==> src/design/imr_pkg.sv <==
`default_nettype none
package imr_pkg;

  typedef enum logic [14:0] {
    PH_IDLE     = 15'b000000000000001,
    PH_START_A  = 15'b000000000000010,
    PH_START_B  = 15'b000000000000100,
    PH_TX_LO    = 15'b000000000001000,
    PH_TX_HI    = 15'b000000000010000,
    PH_ACKIN_LO = 15'b000000000100000,
    PH_ACKIN_HI = 15'b000000001000000,
    PH_RX_LO    = 15'b000000010000000,
    PH_RX_HI    = 15'b000000100000000,
    PH_MACK_LO  = 15'b000001000000000,
    PH_MACK_HI  = 15'b000010000000000,
    PH_RESTART  = 15'b000100000000000,
    PH_STOP_A   = 15'b001000000000000,
    PH_STOP_B   = 15'b010000000000000,
    PH_STOP_C   = 15'b100000000000000
  } phase_t;

  localparam logic [1:0] FUNC_TICK  = 2'd0;
  localparam logic [1:0] FUNC_WRITE = 2'd1;
  localparam logic [1:0] FUNC_READ  = 2'd2;
  localparam logic [1:0] FUNC_BURST = 2'd3;

  localparam logic [7:0]  BURST_START_REG = 8'h03;
  localparam logic [15:0] AXIS_OVERFLOW   = 16'hF000;
  localparam logic [15:0] AXIS_OFFSET     = 16'd2048;

  localparam logic CFG_HALF_BIT = 1'b0;
  localparam logic CFG_DEV_ADDR = 1'b1;

  // one tick as it travels from the front to the engine
  typedef struct packed {
    logic [1:0] func;
    logic [7:0] reg_sel;
    logic [7:0] wr_byte;
    logic       sda_in;
  } tick_t;

  typedef struct packed {
    logic        scl_out;
    logic        sda_out;
    logic        busy_res;
    logic        done_res;
    logic        nack;
    logic [7:0]  read_data;
    logic [15:0] x_value;
    logic [15:0] y_value;
    logic [15:0] z_value;
  } res_t;

  function automatic logic [15:0] convert_axis(input logic [7:0] hi, input logic [7:0] lo);
    logic [15:0] raw;
    raw = {hi, lo};
    if (raw == AXIS_OVERFLOW) return 16'd0;
    return raw + AXIS_OFFSET;
  endfunction

endpackage
`default_nettype wire

==> src/design/i2c_magnetometer_reader.sv <==
// i2c_magnetometer_reader: register read/write and axis burst master for an i2c slave
//
// input channel (in_push / in_full): one transfer per timing tick, carrying the
// command code, register address, write data and the sampled sda level.
// result channel (out_empty / out_pop): exactly one result per tick with the
// line drive, busy/done/nack flags, the last read byte and the three axes.
// configuration over the cfg_ apb port: half_bit_ticks at 0x0, device_address at 0x4.
//
// a tick enters a two-entry front queue, the engine takes one tick per cycle
// whenever the two-entry result queue has room, so sustained throughput is one
// tick per clock; a tick is registered in the front queue, and its result in the
// result queue, before that result reaches the out_ ports.
// a stalled receiver fills the result queue, then the front queue, then
// in_full rises; no tick is dropped.
// reset clears both queues, idles the bus state machine and loads the
// register defaults (7 ticks per half bit, address 30).
`default_nettype none
module i2c_magnetometer_reader (
  input  wire logic        clk,
  input  wire logic        rst_n,
  input  wire logic        in_push,
  output logic             in_full,
  input  wire logic [1:0]  in_func,
  input  wire logic [7:0]  in_reg_sel,
  input  wire logic [7:0]  in_wr_byte,
  input  wire logic        in_sda_in,
  output logic             out_empty,
  input  wire logic        out_pop,
  output logic             out_scl_out,
  output logic             out_sda_out,
  output logic             out_busy_res,
  output logic             out_done_res,
  output logic             out_nack,
  output logic [7:0]       out_read_data,
  output logic [15:0]      out_x_value,
  output logic [15:0]      out_y_value,
  output logic [15:0]      out_z_value,
  input  wire logic        cfg_psel,
  input  wire logic        cfg_penable,
  input  wire logic        cfg_pwrite,
  input  wire logic [2:0]  cfg_paddr,
  input  wire logic [31:0] cfg_pwdata,
  output logic [31:0]      cfg_prdata,
  output logic             cfg_pready
);
  localparam int TW = $bits(imr_pkg::tick_t);
  localparam int RW = $bits(imr_pkg::res_t);

  logic [7:0] hbt_r;
  logic [6:0] dev_r;
  logic       cfg_idx;
  logic       cfg_wr;

  // register index is the word address
  assign cfg_idx    = cfg_paddr[2] ? imr_pkg::CFG_DEV_ADDR : imr_pkg::CFG_HALF_BIT;
  assign cfg_pready = 1'b1;
  assign cfg_wr     = cfg_psel && cfg_penable && cfg_pwrite;

  always_ff @(posedge clk) begin
    if (!rst_n) begin
      hbt_r <= 8'd7;
      dev_r <= 7'd30;
    end else if (cfg_wr && cfg_paddr[1:0] == 2'b00) begin
      case (cfg_idx)
        imr_pkg::CFG_HALF_BIT: hbt_r <= cfg_pwdata[7:0];
        imr_pkg::CFG_DEV_ADDR: dev_r <= cfg_pwdata[6:0];
        default: ;
      endcase
    end
  end

  always_comb begin
    case (cfg_idx)
      imr_pkg::CFG_HALF_BIT: cfg_prdata = {24'd0, hbt_r};
      imr_pkg::CFG_DEV_ADDR: cfg_prdata = {25'd0, dev_r};
      default:               cfg_prdata = 32'd0;
    endcase
  end

  // front queue
  imr_pkg::tick_t in_tk, q_tk;
  logic [TW-1:0]  q_bits;
  logic           q_empty, tk_take;
  assign in_tk = '{func: in_func, reg_sel: in_reg_sel, wr_byte: in_wr_byte,
                   sda_in: in_sda_in};
  assign q_tk  = imr_pkg::tick_t'(q_bits);

  imr_fifo #(.WIDTH(TW)) u_front (
    .clk(clk), .rst_n(rst_n), .push(in_push), .din(in_tk), .full(in_full),
    .pop(tk_take), .dout(q_bits), .empty(q_empty)
  );

  // bus engine
  imr_pkg::res_t res, out_res;
  logic          res_push, res_full;
  logic [RW-1:0] out_bits;

  imr_engine u_engine (
    .clk(clk), .rst_n(rst_n), .tk_valid(!q_empty), .tk(q_tk), .tk_take(tk_take),
    .res_full(res_full), .res_push(res_push), .res(res),
    .half_bit_ticks(hbt_r), .device_address(dev_r)
  );

  // result queue
  imr_fifo #(.WIDTH(RW)) u_back (
    .clk(clk), .rst_n(rst_n), .push(res_push), .din(res), .full(res_full),
    .pop(out_pop), .dout(out_bits), .empty(out_empty)
  );
  assign out_res       = imr_pkg::res_t'(out_bits);
  assign out_scl_out   = out_res.scl_out;
  assign out_sda_out   = out_res.sda_out;
  assign out_busy_res  = out_res.busy_res;
  assign out_done_res  = out_res.done_res;
  assign out_nack      = out_res.nack;
  assign out_read_data = out_res.read_data;
  assign out_x_value   = out_res.x_value;
  assign out_y_value   = out_res.y_value;
  assign out_z_value   = out_res.z_value;

  a_take_push: assert property (@(posedge clk) disable iff (!rst_n)
    tk_take |-> res_push && !res_full) else $error("tick taken with no result");
  a_cfg_rd: assert property (@(posedge clk) disable iff (!rst_n)
    cfg_pready) else $error("pready dropped");
  a_cfg_wr: assert property (@(posedge clk) disable iff (!rst_n)
    cfg_wr && cfg_paddr == 3'd0 |=> hbt_r == $past(cfg_pwdata[7:0]))
    else $error("timing register not written");
endmodule
`default_nettype wire

==> src/design/imr_fifo.sv <==
`default_nettype none
module imr_fifo #(
  parameter int WIDTH = 8
) (
  input  wire logic             clk,
  input  wire logic             rst_n,
  input  wire logic             push,
  input  wire logic [WIDTH-1:0] din,
  output logic                  full,
  input  wire logic             pop,
  output logic [WIDTH-1:0]      dout,
  output logic                  empty
);
  // two-entry queue, full only when both slots hold data
  logic [WIDTH-1:0] mem_r [2];
  logic             wp_r, rp_r;
  logic [1:0]       cnt_r;
  logic             do_push, do_pop;

  assign full    = cnt_r == 2'd2;
  assign empty   = cnt_r == 2'd0;
  assign dout    = mem_r[rp_r];
  assign do_push = push && !full;
  assign do_pop  = pop && !empty;

  always_ff @(posedge clk) begin
    if (!rst_n) begin
      wp_r  <= 1'b0;
      rp_r  <= 1'b0;
      cnt_r <= 2'd0;
    end else begin
      if (do_push) wp_r <= ~wp_r;
      if (do_pop) rp_r <= ~rp_r;
      cnt_r <= cnt_r + {1'b0, do_push} - {1'b0, do_pop};
    end
  end

  always_ff @(posedge clk) begin
    if (do_push) mem_r[wp_r] <= din;
  end

  property p_no_wrap;
    @(posedge clk) disable iff (!rst_n) full && !do_pop |=> full;
  endproperty
  a_no_wrap: assert property (p_no_wrap) else $error("queue lost an entry");
  a_cnt_ok: assert property (@(posedge clk) disable iff (!rst_n) cnt_r != 2'd3)
    else $error("queue count out of range");
  a_cnt_step: assert property (@(posedge clk) disable iff (!rst_n)
    do_push && !do_pop |=> cnt_r == $past(cnt_r) + 2'd1) else $error("count did not rise");
endmodule
`default_nettype wire

==> src/design/imr_engine.sv <==
`default_nettype none
module imr_engine (
  input  wire logic          clk,
  input  wire logic          rst_n,
  input  wire logic          tk_valid,
  input  wire imr_pkg::tick_t tk,
  output logic               tk_take,
  input  wire logic          res_full,
  output logic               res_push,
  output imr_pkg::res_t      res,
  input  wire logic [7:0]    half_bit_ticks,
  input  wire logic [6:0]    device_address
);
  imr_pkg::phase_t phase_r, phase_nxt, ph;
  logic [7:0]  tick_r, tick_nxt;
  logic [3:0]  bit_r, bit_nxt;
  logic [2:0]  byte_r, byte_nxt;
  logic [7:0]  shift_r, shift_nxt;
  logic [1:0]  cmd_r, cmd_nxt;
  logic [7:0]  lreg_r, lreg_nxt, ldat_r, ldat_nxt;
  logic        nack_r, nack_nxt;
  logic [7:0]  rbyte_r, rbyte_nxt;
  logic [15:0] ax_r [3];
  logic [15:0] ax_nxt [3];
  logic [7:0]  burst_r [6];
  logic        bwr;
  logic [2:0]  bidx;
  logic [7:0]  bval;
  logic [7:0]  last, rxv;
  logic        scl, sda, busy, done, mack;
  logic [7:0]  addr_w;

  assign tk_take  = tk_valid && !res_full;
  assign res_push = tk_take;
  assign last     = (half_bit_ticks == 8'd0) ? 8'd0 : half_bit_ticks - 8'd1;
  assign addr_w   = {device_address, 1'b0};

  function automatic logic [7:0] byte_for(input logic [2:0] k, input logic [7:0] a,
                                          input logic [7:0] r, input logic [7:0] d);
    case (k)
      3'd0:    return a;
      3'd1:    return r;
      3'd2:    return d;
      default: return a | 8'd1;
    endcase
  endfunction

  always_comb begin
    phase_nxt = phase_r; tick_nxt = tick_r; bit_nxt = bit_r; byte_nxt = byte_r;
    shift_nxt = shift_r; cmd_nxt = cmd_r; lreg_nxt = lreg_r; ldat_nxt = ldat_r;
    nack_nxt = nack_r; rbyte_nxt = rbyte_r;
    for (int i = 0; i < 3; i++) ax_nxt[i] = ax_r[i];
    bwr = 1'b0; bidx = byte_r; bval = 8'd0;
    scl = 1'b1; sda = 1'b1; busy = 1'b0; done = 1'b0;
    if (phase_r == imr_pkg::PH_IDLE && tk.func != imr_pkg::FUNC_TICK) begin
      cmd_nxt  = tk.func;
      lreg_nxt = (tk.func == imr_pkg::FUNC_BURST) ? imr_pkg::BURST_START_REG : tk.reg_sel;
      ldat_nxt = tk.wr_byte;
      nack_nxt = 1'b0; byte_nxt = 3'd0; bit_nxt = 4'd0; tick_nxt = 8'd0;
      ph = imr_pkg::PH_START_A;
    end else begin
      ph = phase_r;
    end
    phase_nxt = ph;
    mack = !(cmd_nxt == imr_pkg::FUNC_BURST && byte_nxt < 3'd5);
    rxv  = {shift_nxt[6:0], tk.sda_in};
    if (ph != imr_pkg::PH_IDLE) begin
      busy = 1'b1;
      case (ph)
        imr_pkg::PH_START_B:  begin scl = 1'b1; sda = 1'b0; end
        imr_pkg::PH_TX_LO:    begin scl = 1'b0; sda = shift_nxt[7]; end
        imr_pkg::PH_TX_HI:    begin scl = 1'b1; sda = shift_nxt[7]; end
        imr_pkg::PH_ACKIN_LO, imr_pkg::PH_RX_LO, imr_pkg::PH_RESTART: scl = 1'b0;
        imr_pkg::PH_MACK_LO:  begin scl = 1'b0; sda = mack; end
        imr_pkg::PH_MACK_HI:  begin scl = 1'b1; sda = mack; end
        imr_pkg::PH_STOP_A:   begin scl = 1'b0; sda = 1'b0; end
        imr_pkg::PH_STOP_B:   begin scl = 1'b1; sda = 1'b0; end
        default: ;
      endcase
      if (tick_nxt >= last) begin
        tick_nxt = 8'd0;
        case (ph)
          imr_pkg::PH_START_A: phase_nxt = imr_pkg::PH_START_B;
          imr_pkg::PH_START_B: begin
            shift_nxt = byte_for(byte_nxt, addr_w, lreg_nxt, ldat_nxt);
            bit_nxt = 4'd0; phase_nxt = imr_pkg::PH_TX_LO;
          end
          imr_pkg::PH_TX_LO: phase_nxt = imr_pkg::PH_TX_HI;
          imr_pkg::PH_TX_HI: begin
            shift_nxt = {shift_nxt[6:0], 1'b0};
            if (bit_nxt >= 4'd7) begin
              bit_nxt = 4'd0; phase_nxt = imr_pkg::PH_ACKIN_LO;
            end else begin
              bit_nxt = bit_nxt + 4'd1; phase_nxt = imr_pkg::PH_TX_LO;
            end
          end
          imr_pkg::PH_ACKIN_LO: phase_nxt = imr_pkg::PH_ACKIN_HI;
          imr_pkg::PH_ACKIN_HI: begin
            if (tk.sda_in) begin
              nack_nxt = 1'b1; phase_nxt = imr_pkg::PH_STOP_A;
            end else if (cmd_nxt == imr_pkg::FUNC_WRITE) begin
              if (byte_nxt >= 3'd2) phase_nxt = imr_pkg::PH_STOP_A;
              else begin
                byte_nxt = byte_nxt + 3'd1;
                shift_nxt = byte_for(byte_nxt, addr_w, lreg_nxt, ldat_nxt);
                bit_nxt = 4'd0; phase_nxt = imr_pkg::PH_TX_LO;
              end
            end else if (byte_nxt == 3'd0) begin
              byte_nxt = 3'd1;
              shift_nxt = byte_for(3'd1, addr_w, lreg_nxt, ldat_nxt);
              bit_nxt = 4'd0; phase_nxt = imr_pkg::PH_TX_LO;
            end else if (byte_nxt == 3'd1) begin
              byte_nxt = 3'd3; phase_nxt = imr_pkg::PH_RESTART;
            end else begin
              byte_nxt = 3'd0; bit_nxt = 4'd0; shift_nxt = 8'd0;
              phase_nxt = imr_pkg::PH_RX_LO;
            end
          end
          imr_pkg::PH_RESTART: phase_nxt = imr_pkg::PH_START_A;
          imr_pkg::PH_RX_LO: phase_nxt = imr_pkg::PH_RX_HI;
          imr_pkg::PH_RX_HI: begin
            shift_nxt = rxv;
            if (bit_nxt >= 4'd7) begin
              bit_nxt = 4'd0;
              if (cmd_nxt == imr_pkg::FUNC_BURST) begin
                if (byte_nxt < 3'd6) begin bwr = 1'b1; bidx = byte_nxt; bval = rxv; end
              end else rbyte_nxt = rxv;
              phase_nxt = imr_pkg::PH_MACK_LO;
            end else begin
              bit_nxt = bit_nxt + 4'd1; phase_nxt = imr_pkg::PH_RX_LO;
            end
          end
          imr_pkg::PH_MACK_LO: phase_nxt = imr_pkg::PH_MACK_HI;
          imr_pkg::PH_MACK_HI: begin
            if (!mack) begin
              byte_nxt = byte_nxt + 3'd1; shift_nxt = 8'd0; phase_nxt = imr_pkg::PH_RX_LO;
            end else begin
              if (cmd_nxt == imr_pkg::FUNC_BURST) begin
                ax_nxt[0] = imr_pkg::convert_axis(burst_r[0], burst_r[1]);
                ax_nxt[1] = imr_pkg::convert_axis(burst_r[2], burst_r[3]);
                ax_nxt[2] = imr_pkg::convert_axis(burst_r[4], burst_r[5]);
              end
              phase_nxt = imr_pkg::PH_STOP_A;
            end
          end
          imr_pkg::PH_STOP_A: phase_nxt = imr_pkg::PH_STOP_B;
          imr_pkg::PH_STOP_B: phase_nxt = imr_pkg::PH_STOP_C;
          imr_pkg::PH_STOP_C: begin phase_nxt = imr_pkg::PH_IDLE; done = 1'b1; end
          default: phase_nxt = imr_pkg::PH_IDLE;
        endcase
      end else begin
        tick_nxt = tick_nxt + 8'd1;
      end
    end
  end

  always_comb begin
    res.scl_out = scl; res.sda_out = sda; res.busy_res = busy; res.done_res = done;
    res.nack = nack_nxt; res.read_data = rbyte_nxt;
    res.x_value = ax_nxt[0]; res.y_value = ax_nxt[1]; res.z_value = ax_nxt[2];
  end

  always_ff @(posedge clk) begin
    if (!rst_n) begin
      phase_r <= imr_pkg::PH_IDLE;
      tick_r <= '0; bit_r <= '0; byte_r <= '0; shift_r <= '0; cmd_r <= '0;
      lreg_r <= '0; ldat_r <= '0; nack_r <= 1'b0; rbyte_r <= '0;
      for (int i = 0; i < 3; i++) ax_r[i] <= '0;
    end else if (tk_take) begin
      phase_r <= phase_nxt; tick_r <= tick_nxt; bit_r <= bit_nxt; byte_r <= byte_nxt;
      shift_r <= shift_nxt; cmd_r <= cmd_nxt; lreg_r <= lreg_nxt; ldat_r <= ldat_nxt;
      nack_r <= nack_nxt; rbyte_r <= rbyte_nxt;
      for (int i = 0; i < 3; i++) ax_r[i] <= ax_nxt[i];
    end
  end

  always_ff @(posedge clk) begin
    if (tk_take && bwr) burst_r[bidx] <= bval;
  end

  a_one_hot: assert property (@(posedge clk) disable iff (!rst_n) $onehot(phase_r))
    else $error("phase not one-hot");
  a_done_busy: assert property (@(posedge clk) disable iff (!rst_n)
    res_push && res.done_res |-> res.busy_res) else $error("done without busy");
  a_hold: assert property (@(posedge clk) disable iff (!rst_n)
    !tk_take |=> $stable(phase_r)) else $error("phase moved without a tick");
  a_done_idle: assert property (@(posedge clk) disable iff (!rst_n)
    res_push && res.done_res |=> phase_r == imr_pkg::PH_IDLE) else $error("no idle after done");
endmodule
`default_nettype wire

==> config.mk <==
export PLATFORM = sky130hd
export DESIGN_NAME = i2c_magnetometer_reader
export DESIGN_NICKNAME = d
export VERILOG_FILES = /design/src/design/imr_pkg.sv /design/src/design/i2c_magnetometer_reader.sv /design/src/design/imr_fifo.sv /design/src/design/imr_engine.sv
export SDC_FILE = /design/constraint.sdc
export NUM_CORES = 1
export LEC_CHECK = 0
export BUFFER_PORTS_ARGS = -buffer_cell sky130_fd_sc_hd__buf_2
export CORE_UTILIZATION = 64
export CTS_BUF_LIST = sky130_fd_sc_hd__clkbuf_16
export CTS_CLUSTER_SIZE = 14
export DETAILED_ROUTE_END_ITERATION = 10
export PLACE_DENSITY = 0.93
export SLEW_MARGIN = 20
export SYNTH_ARGS = -nofsm -noshare
export SYNTH_HDL_FRONTEND = slang
export SYNTH_SLANG_ARGS = --single-unit
==> constraint.sdc <==
create_clock -name clk -period 11.75 [get_ports clk]
set_clock_uncertainty 0.1 [all_clocks]
set_input_delay 1.7625 -clock clk [delete_from_list [all_inputs] [get_ports clk]]
set_output_delay 1.7625 -clock clk [all_outputs]
set_load 0.01 [all_outputs]
==> run_results.csv, run 1 <==
group,metric,value,unit
outcome,outcome,"finished, final reports clean",
yosys,yosysSeqAreaShare,58.4,%
yosys,synth_area_leaders,"edfxtp_1, dfxtp_1, mux2_2, nand2_1, a21oi_1",
clock_tree,cts.sink_count,346,
yosys,ys_warn_count,0,
global_route,met1_usage,38.5,%
worst_setup_path,crit_slowest_cell,"nor4_2",
detailed_routing,drtIter0Drc,1672,
clock_tree,cts_tree,"yes",
worst_setup_path,r2r-end,"u_engine.burst_r[1][5]",
floorplan,rows,57,
clock_tree,clk_latency,540,ps
timing,max_slew_margin,29.5,%
placed_design,post_dp_cell_area,16900,µm²
clock_tree,cts-hold-fix-buffers,0,
timing,fin_tns_setup,0,ps
yosys,async_flop_share,0,%
min_path,whs_path_depth,2,
worst_setup_path,r2r_slack,5890,ps
global_route,antenna_found_initial,0,
worst_setup_path,path_common_cell,"nand2_1",
placed_design,dp_hpwl,25.0,mm
global_route,grt-busiest-layer,"met2",
worst_setup_path,critPathKind,"reg2reg",
worst_setup_path,path_cells,"nor4_4, and4_1, nand2_1, and2_1, ha_1, nand2_1, or2_2, nor3_1, a2111oi_4, nor4_2, nand3_1, nor3_2",
job,cap_violations,0,
yosys,yosysTopAreaCell,"edfxtp_1",
yosys,netlist_instances,1433,
timing,tightest_slew,1060,ps
timing,drv_slew,0,
timing,grt_setup_unrepaired,"false",
cells_and_area,final_cell_area,17900,µm²
detailed_routing,detail_route.first_pass.iterations,7,
yosys,synth_edf_count,256,
cells_and_area,final_nets,1586,
cells_and_area,diodes,0,
detailed_routing,wl_per_cell,21.6,µm
detailed_routing,vias,12100,
global_route,grt_pass1_vias,11900,
floorplan,die_h,161,µm
detailed_routing,ant_nets,0,
cells_and_area,syn_to_final_growth,10.2,%
timing,post-route-period-util,49.9,%
timing,clock.fmax,0.171,GHz
power,power,4.01,mW
worst_setup_path,cp_max_fo,13,
power,p_leak,6.66,nW
worst_setup_path,r2r_cells,12,
floorplan,initial_core_util,66.1,%
worst_setup_path,crit_path_start_kind,"flip-flop",
placed_design,dp.cells,1792,
timing,finalHoldViolCount,0,
detailed_routing,vias_per_cell,6.56,
placed_design,portBuffers,107,
worst_setup_path,worstPathArrival,5930,ps
global_route,met3_usage,4.78,%
detailed_routing,drc,0,
power,power.density,224,nW/µm²
cells_and_area,layoutNonFillerInstCount,1853,
worst_setup_path,crit_buf_inv,0,
clock_tree,max-clock-path-buffers,3,
clock_tree,post_cts.resized_instances,0,
min_path,min_path_type,"reg2reg",
global_route,grt_use_met2,53.1,%
floorplan,io_pins,157,
yosys,synth.top_cell.area_share,47.3,%
timing,setup_viol,0,
clock_tree,cts_root_buf,"clkbuf_16",
clock_tree,ctsHtreeMaxLevel,2,
worst_setup_path,r2r_start,"u_engine.phase_r[4]",
timing,whs,358,ps
timing,period_needed,5860,ps
power,ir_worst_vdd,0.142,mV
min_path,hold_end,"u_engine.rbyte_r[7]",
clock_tree,cts_buffers,34,
yosys,synth_area_per_cell,11.3,µm²
placed_design,gp_congestion,0.945,
floorplan,coreArea,24600,µm²
worst_setup_path,max_stage_delay,800,ps
floorplan,die_area,26000,µm²
global_route,grt_first_pass_wirelength,63.0,mm
worst_setup_path,endpoint_kind,"flip-flop",
global_route,gr-total-overflow,0,
yosys,synth.most_common_cell,"edfxtp_1",
yosys,ys_seq_elements,346,
floorplan,dieWidth,161,µm
yosys,ys.flop_type,"edfxtp_1",
cells_and_area,drive_gt1_share,18.3,%
worst_setup_path,worst_ep_required_time,11820,ps
clock_tree,clk_pin_slew,60,ps
global_route,grt_max_degree,62,
worst_setup_path,critPathTopFamily,"simple AND/OR/NAND/NOR gates",
clock_tree,post_cts_buffers,0,
yosys,ys_top_cells_by_count,"edfxtp_1, nand2_1, dfxtp_1",
detailed_routing,finalWirelength,40.1,mm
min_path,hp-start,"u_engine.rbyte_r[7]",
global_route,track_usage,30.9,%
yosys,synth.distinct_cells,85,
yosys,syn_area,16300,µm²
-- report_power, final --
| part | switching (mW) | internal [mW] | total, mW |
|---|---|---|---|
| Sequential | 0.111 | 1.67 | 1.78 |
| Combinational | 0.789 | 0.414 | 1.20 |
| Clock | 0.471 | 0.557 | 1.03 |
| Total | 1.37 | 2.64 | 4.01 |
-- state kept, by name, indices dropped and copies added (netlist names), 15 cells and up, named ones only --
signal	count
u_back.mem_r	122
u_engine.ax_r	48
u_engine.burst_r	48
u_front.mem_r	38
u_engine.phase_r	15
-- per-stage QoR --
step / utilization [%] / worst slack (ps)
finish: 72.8 / 5890
global route: 72.8 / 5700
CTS: 72.7 / 5800
detailed placement: 68.5 / 5950
global placement: 68.5 / 6130
floorplan: - / 7130
-- tightest hold or removal path: stages (launching register included) --
cell	delay, ps
dfxtp_1	310
nand2_1	60
o21ai_1	50
-- layout make-up --
cell class              count  area, µm²
multi-input cells         973       6230
clock buffers              34        851
inverters                  28        106
fillers                  1500       6690
well taps                 324        405
clock inverters            27        195
repair buffers            121        641
flip-flops and latches    346       9490
-- cell usage in the layout, fill, tap and decap left out, types with 20 or more instances in the layout --
cell / count
inv_1: 33
a21oi_1: 88
mux2i_1: 26
clkbuf_16: 34
nor3_1: 22
nor2_1: 75
ha_1: 21
dfxtp_1: 89
buf_2: 107
nand3_1: 38
conb_1: 25
and2_1: 20
mux2_2: 78
nand2_1: 221
edfxtp_1: 256
o21ai_0: 64
-- metal layers --
metal | part of all wire (%) | routed length [µm] | vias to the layer above
met3 | 8.7 | 3510 | 174
li1 | - | - | 5406
met5 | 0 | 0 | -
met1 | 37 | 14700 | 5753
met4 | 4.6 | 1860 | 0
met2 | 50 | 20000 | 815
-- worst max path at each step --
stage	cells past startpoint	endpoint	from	slack, ps
4_1_cts	12	u_engine.burst_r[1][5]	u_engine.phase_r[4]	5800
2_1_floorplan	14	u_engine.burst_r[0][0]	u_engine.phase_r[5]	7130
3_3_place_gp	12	u_engine.burst_r[1][0]	u_engine.phase_r[4]	6130
5_1_grt	12	u_engine.burst_r[1][6]	u_engine.phase_r[4]	5700
6_report	12	u_engine.burst_r[1][5]	u_engine.phase_r[4]	5890
3_5_place_dp	12	u_engine.burst_r[1][0]	u_engine.phase_r[4]	5950
-- cells by family (layout without fill, tap and decap cells) --
kind of cell | after synthesis | in the layout | share of synthesized area [%]
DFF | 346 | 346 | 58.4
and+or+nand+nor | 516 | 516 | 16.1
muxes | 104 | 104 | 7.00
buffers and inverters | 137 | 210 | 4.10
xor gates and xnor gates | 27 | 27 | 1.45
other | 2 | 25 | 0.0462
adders and majority gates | 21 | 21 | 1.62
AOI/OAI and AO/OA | 280 | 280 | 11.3
No activity file was read; power rests on OpenSTA's default activity.
==> run 2: changes to the inputs <==
--- a/config.mk
+++ b/config.mk
@@ -5,12 +5,13 @@
 export SDC_FILE = /design/constraint.sdc
 export NUM_CORES = 1
 export LEC_CHECK = 0
+export ABC_AREA = 1
 export BUFFER_PORTS_ARGS = -buffer_cell sky130_fd_sc_hd__buf_2
-export CORE_UTILIZATION = 64
+export CORE_UTILIZATION = 54
 export CTS_BUF_LIST = sky130_fd_sc_hd__clkbuf_16
 export CTS_CLUSTER_SIZE = 14
 export DETAILED_ROUTE_END_ITERATION = 10
-export PLACE_DENSITY = 0.93
+export PLACE_DENSITY = 0.85
 export SLEW_MARGIN = 20
 export SYNTH_ARGS = -nofsm -noshare
 export SYNTH_HDL_FRONTEND = slang
==> constraint.sdc (replaced) <==
create_clock -name clk -period 5.3 [get_ports clk]
set_clock_uncertainty 0.1 [all_clocks]
set_input_delay 0.795 -clock clk [delete_from_list [all_inputs] [get_ports clk]]
set_output_delay 0.795 -clock clk [all_outputs]
set_load 0.01 [all_outputs]
==> run_results.csv, run 2 <==
group,metric,value,unit
yosys,ys_top_cells_by_count,"nand2_1, edfxtp_1, inv_1",
clock_tree,clk_pin_slew,60,ps
timing,period_needed,4410,ps
power,power.density,490,nW/µm²
global_route,track_usage,23.9,%
global_route,grt_first_pass_wirelength,57.7,mm
timing,fin_tns_setup,0,ps
yosys,synth_area_per_cell,9.63,µm²
timing,setup_viol,0,
cells_and_area,largest_reg_flops,122,
worst_setup_path,path_common_cell,"nand2_1",
yosys,synth_area_leaders,"edfxtp_1, dfxtp_1, nand2_1, mux2_2, inv_1",
yosys,ys_warn_count,0,
cells_and_area,utilization,62.1,%
yosys,async_flop_share,0,%
global_route,grt_max_degree,66,
floorplan,dieWidth,174,µm
clock_tree,post_cts_buffers,0,
cells_and_area,syn_to_final_growth,12.2,%
yosys,ys.flop_type,"edfxtp_1",
detailed_routing,drtIter0Drc,1208,
yosys,synth.top_cell.area_share,47.9,%
worst_setup_path,crit_buf_inv,4,
job,cap_violations,0,
clock_tree,clk_latency,530,ps
timing,setup_ws,892,ps
cells_and_area,n_fill_cell,2280,
clock_tree,post_cts.resized_instances,0,
cells_and_area,drive_gt1_share,15.5,%
yosys,ys_seq_elements,346,
placed_design,post_dp_cell_area,16900,µm²
worst_setup_path,critPathKind,"reg2reg",
cells_and_area,layout_common_cells,"nand2_1, edfxtp_1, inv_1",
timing,whs,354,ps
yosys,syn_area,16100,µm²
floorplan,io_pins,157,
cells_and_area,diodes,0,
worst_setup_path,cp_max_fo,18,
min_path,min_path_type,"reg2reg",
yosys,yosysTopAreaCell,"edfxtp_1",
global_route,gr-total-overflow,0,
floorplan,die_h,174,µm
worst_setup_path,crit_path_start_kind,"flip-flop",
timing,drv_slew,0,
yosys,synth_edf_count,256,
timing,clock.fmax,0.227,GHz
detailed_routing,vias,12200,
global_route,antenna_found_initial,0,
worst_setup_path,path_cells,"inv_2, nand2_1, nand2_2, nand2_4, nand3_4, nand2_1, inv_1, ha_1, a21oi_1, nand3_1, nand2_1, inv_1, nand2_1, nand2_1, nand2_1, nand2_2, nand2_2, inv_2, nand2_1, nor3_2, nand3_1, nor2_1",
clock_tree,cts_root_buf,"clkbuf_16",
worst_setup_path,endpoint_kind,"flip-flop",
timing,tightest_slew,1050,ps
cells_and_area,final_nets,1861,
placed_design,dp.cells,2125,
cells_and_area,multi_input_comb_area,5650,µm²
floorplan,die_area,30400,µm²
clock_tree,cts-hold-fix-buffers,0,
timing,post-route-period-util,83.2,%
clock_tree,cts_buffers,36,
cells_and_area,final_cell_area,18000,µm²
placed_design,pre_cts_slack,897,ps
detailed_routing,wl_per_cell,16.4,µm
detailed_routing,finalWirelength,36.0,mm
cells_and_area,max_flop_register,"u_back.mem_r",
cells_and_area,final_common_cell,"nand2_1",
cells_and_area,reg_top3,"u_back.mem_r: 122 flops, u_engine.ax_r: 48 flops, u_engine.burst_r: 48 flops",
yosys,synth.distinct_cells,50,
floorplan,coreArea,29000,µm²
detailed_routing,ant_nets,0,
detailed_routing,vias_per_cell,5.55,
placed_design,gp_congestion,0.961,
yosys,netlist_instances,1667,
worst_setup_path,critPathTopFamily,"simple AND/OR/NAND/NOR gates",
clock_tree,max-clock-path-buffers,3,
global_route,grt_pass1_vias,11700,
placed_design,dp_hpwl,25.1,mm
yosys,yosysSeqAreaShare,59.1,%
worst_setup_path,max_stage_delay,610,ps
power,power,8.81,mW
placed_design,portBuffers,107,
clock_tree,cts_tree,"yes",
power,p_leak,7.52,nW
cells_and_area,regArea,9490,µm²
timing,grt_setup_unrepaired,"false",
worst_setup_path,worst_ep_required_time,5360,ps
timing,max_slew_margin,30.2,%
detailed_routing,drc,0,
floorplan,rows,62,
clock_tree,cts.sink_count,346,
worst_setup_path,crit_slowest_cell,"nor2_1",
timing,finalHoldViolCount,0,
detailed_routing,detail_route.first_pass.iterations,6,
worst_setup_path,worstPathArrival,4460,ps
power,ir_worst_vdd,0.323,mV
yosys,synth.most_common_cell,"nand2_1",
cells_and_area,layoutNonFillerInstCount,2191,
floorplan,initial_core_util,55.3,%
outcome,outcome,"finished, final reports clean",
clock_tree,ctsHtreeMaxLevel,2,
==> run 2: cell types whose count changed after synthesis, sizes merged, moves of 29 or more <==
| cell | previous run | this run |
|---|---|---|
| o21ai | 67 | 128 |
| nand2 | 221 | 461 |
| a21oi | 90 | 61 |
| inv | 27 | 162 |
| nand3 | 38 | 96 |
| nor2 | 76 | 150 |
==> run 2: power breakdown <==
group / switching [mW] / total (mW) / internal (mW)
Clock: 1.02 / 2.37 / 1.35
Combinational: 1.70 / 2.52 / 0.819
Sequential: 0.209 / 3.92 / 3.72
==> run 2: cells by family after synthesis <==
logic type	synth area share, %
xor+xnor	0.436
buf+inv	6.37
simple gates	20.7
compound gates	7.45
flops	59.1
mux	4.28
other cells	0.0468
fa+ha+maj	1.64
==> run 2: worst paths after layout <==
path | to | startpoint | slack (ps) | cells past startpoint
max | u_engine.burst_r[5][5] | flip-flop | 890 | 22
max reg2reg | u_engine.burst_r[5][5] | flip-flop | 890 | 22
min reg2reg | u_engine.ldat_r[2] | u_engine.ldat_r[2] | 350 | 2
min | u_engine.ldat_r[2] | u_engine.ldat_r[2] | 350 | 2
==> run 2: layout make-up <==
class,count,area share [%]
clock inverters,30,1.24
clock buffers,36,5.00
multi-input cells,1110,31.4
well taps,384,2.67
flip-flops and latches,346,52.7
repair buffers,122,3.60
inverters,163,3.40
==> run 2: worst register-to-register path: stages (launching register included) <==
cell     delay [ps]
dfxtp_1         540
inv_2           230
nand2_1         140
nand2_2         140
nand2_4         160
nand3_4         150
nand2_1         120
inv_1            60
ha_1            260
a21oi_1          70
nand3_1          80
nand2_1          50
inv_1            40
nand2_1          40
nand2_1          50
nand2_1          50
nand2_2         210
nand2_2         160
inv_2           260
nand2_1         140
nor3_2          190
nand3_1         160
nor2_1          610
==> run 2: routing by layer <==
metal / GRT usage (%) / vias to the layer above / part of all wire (%)
met2: 42.1 / 534 / 50
met4: 9.06 / 0 / 3.1
met3: 3.72 / 96 / 7.4
met5: 0 / - / 0
li1: - / 5830 / -
met1: 29.5 / 5694 / 40
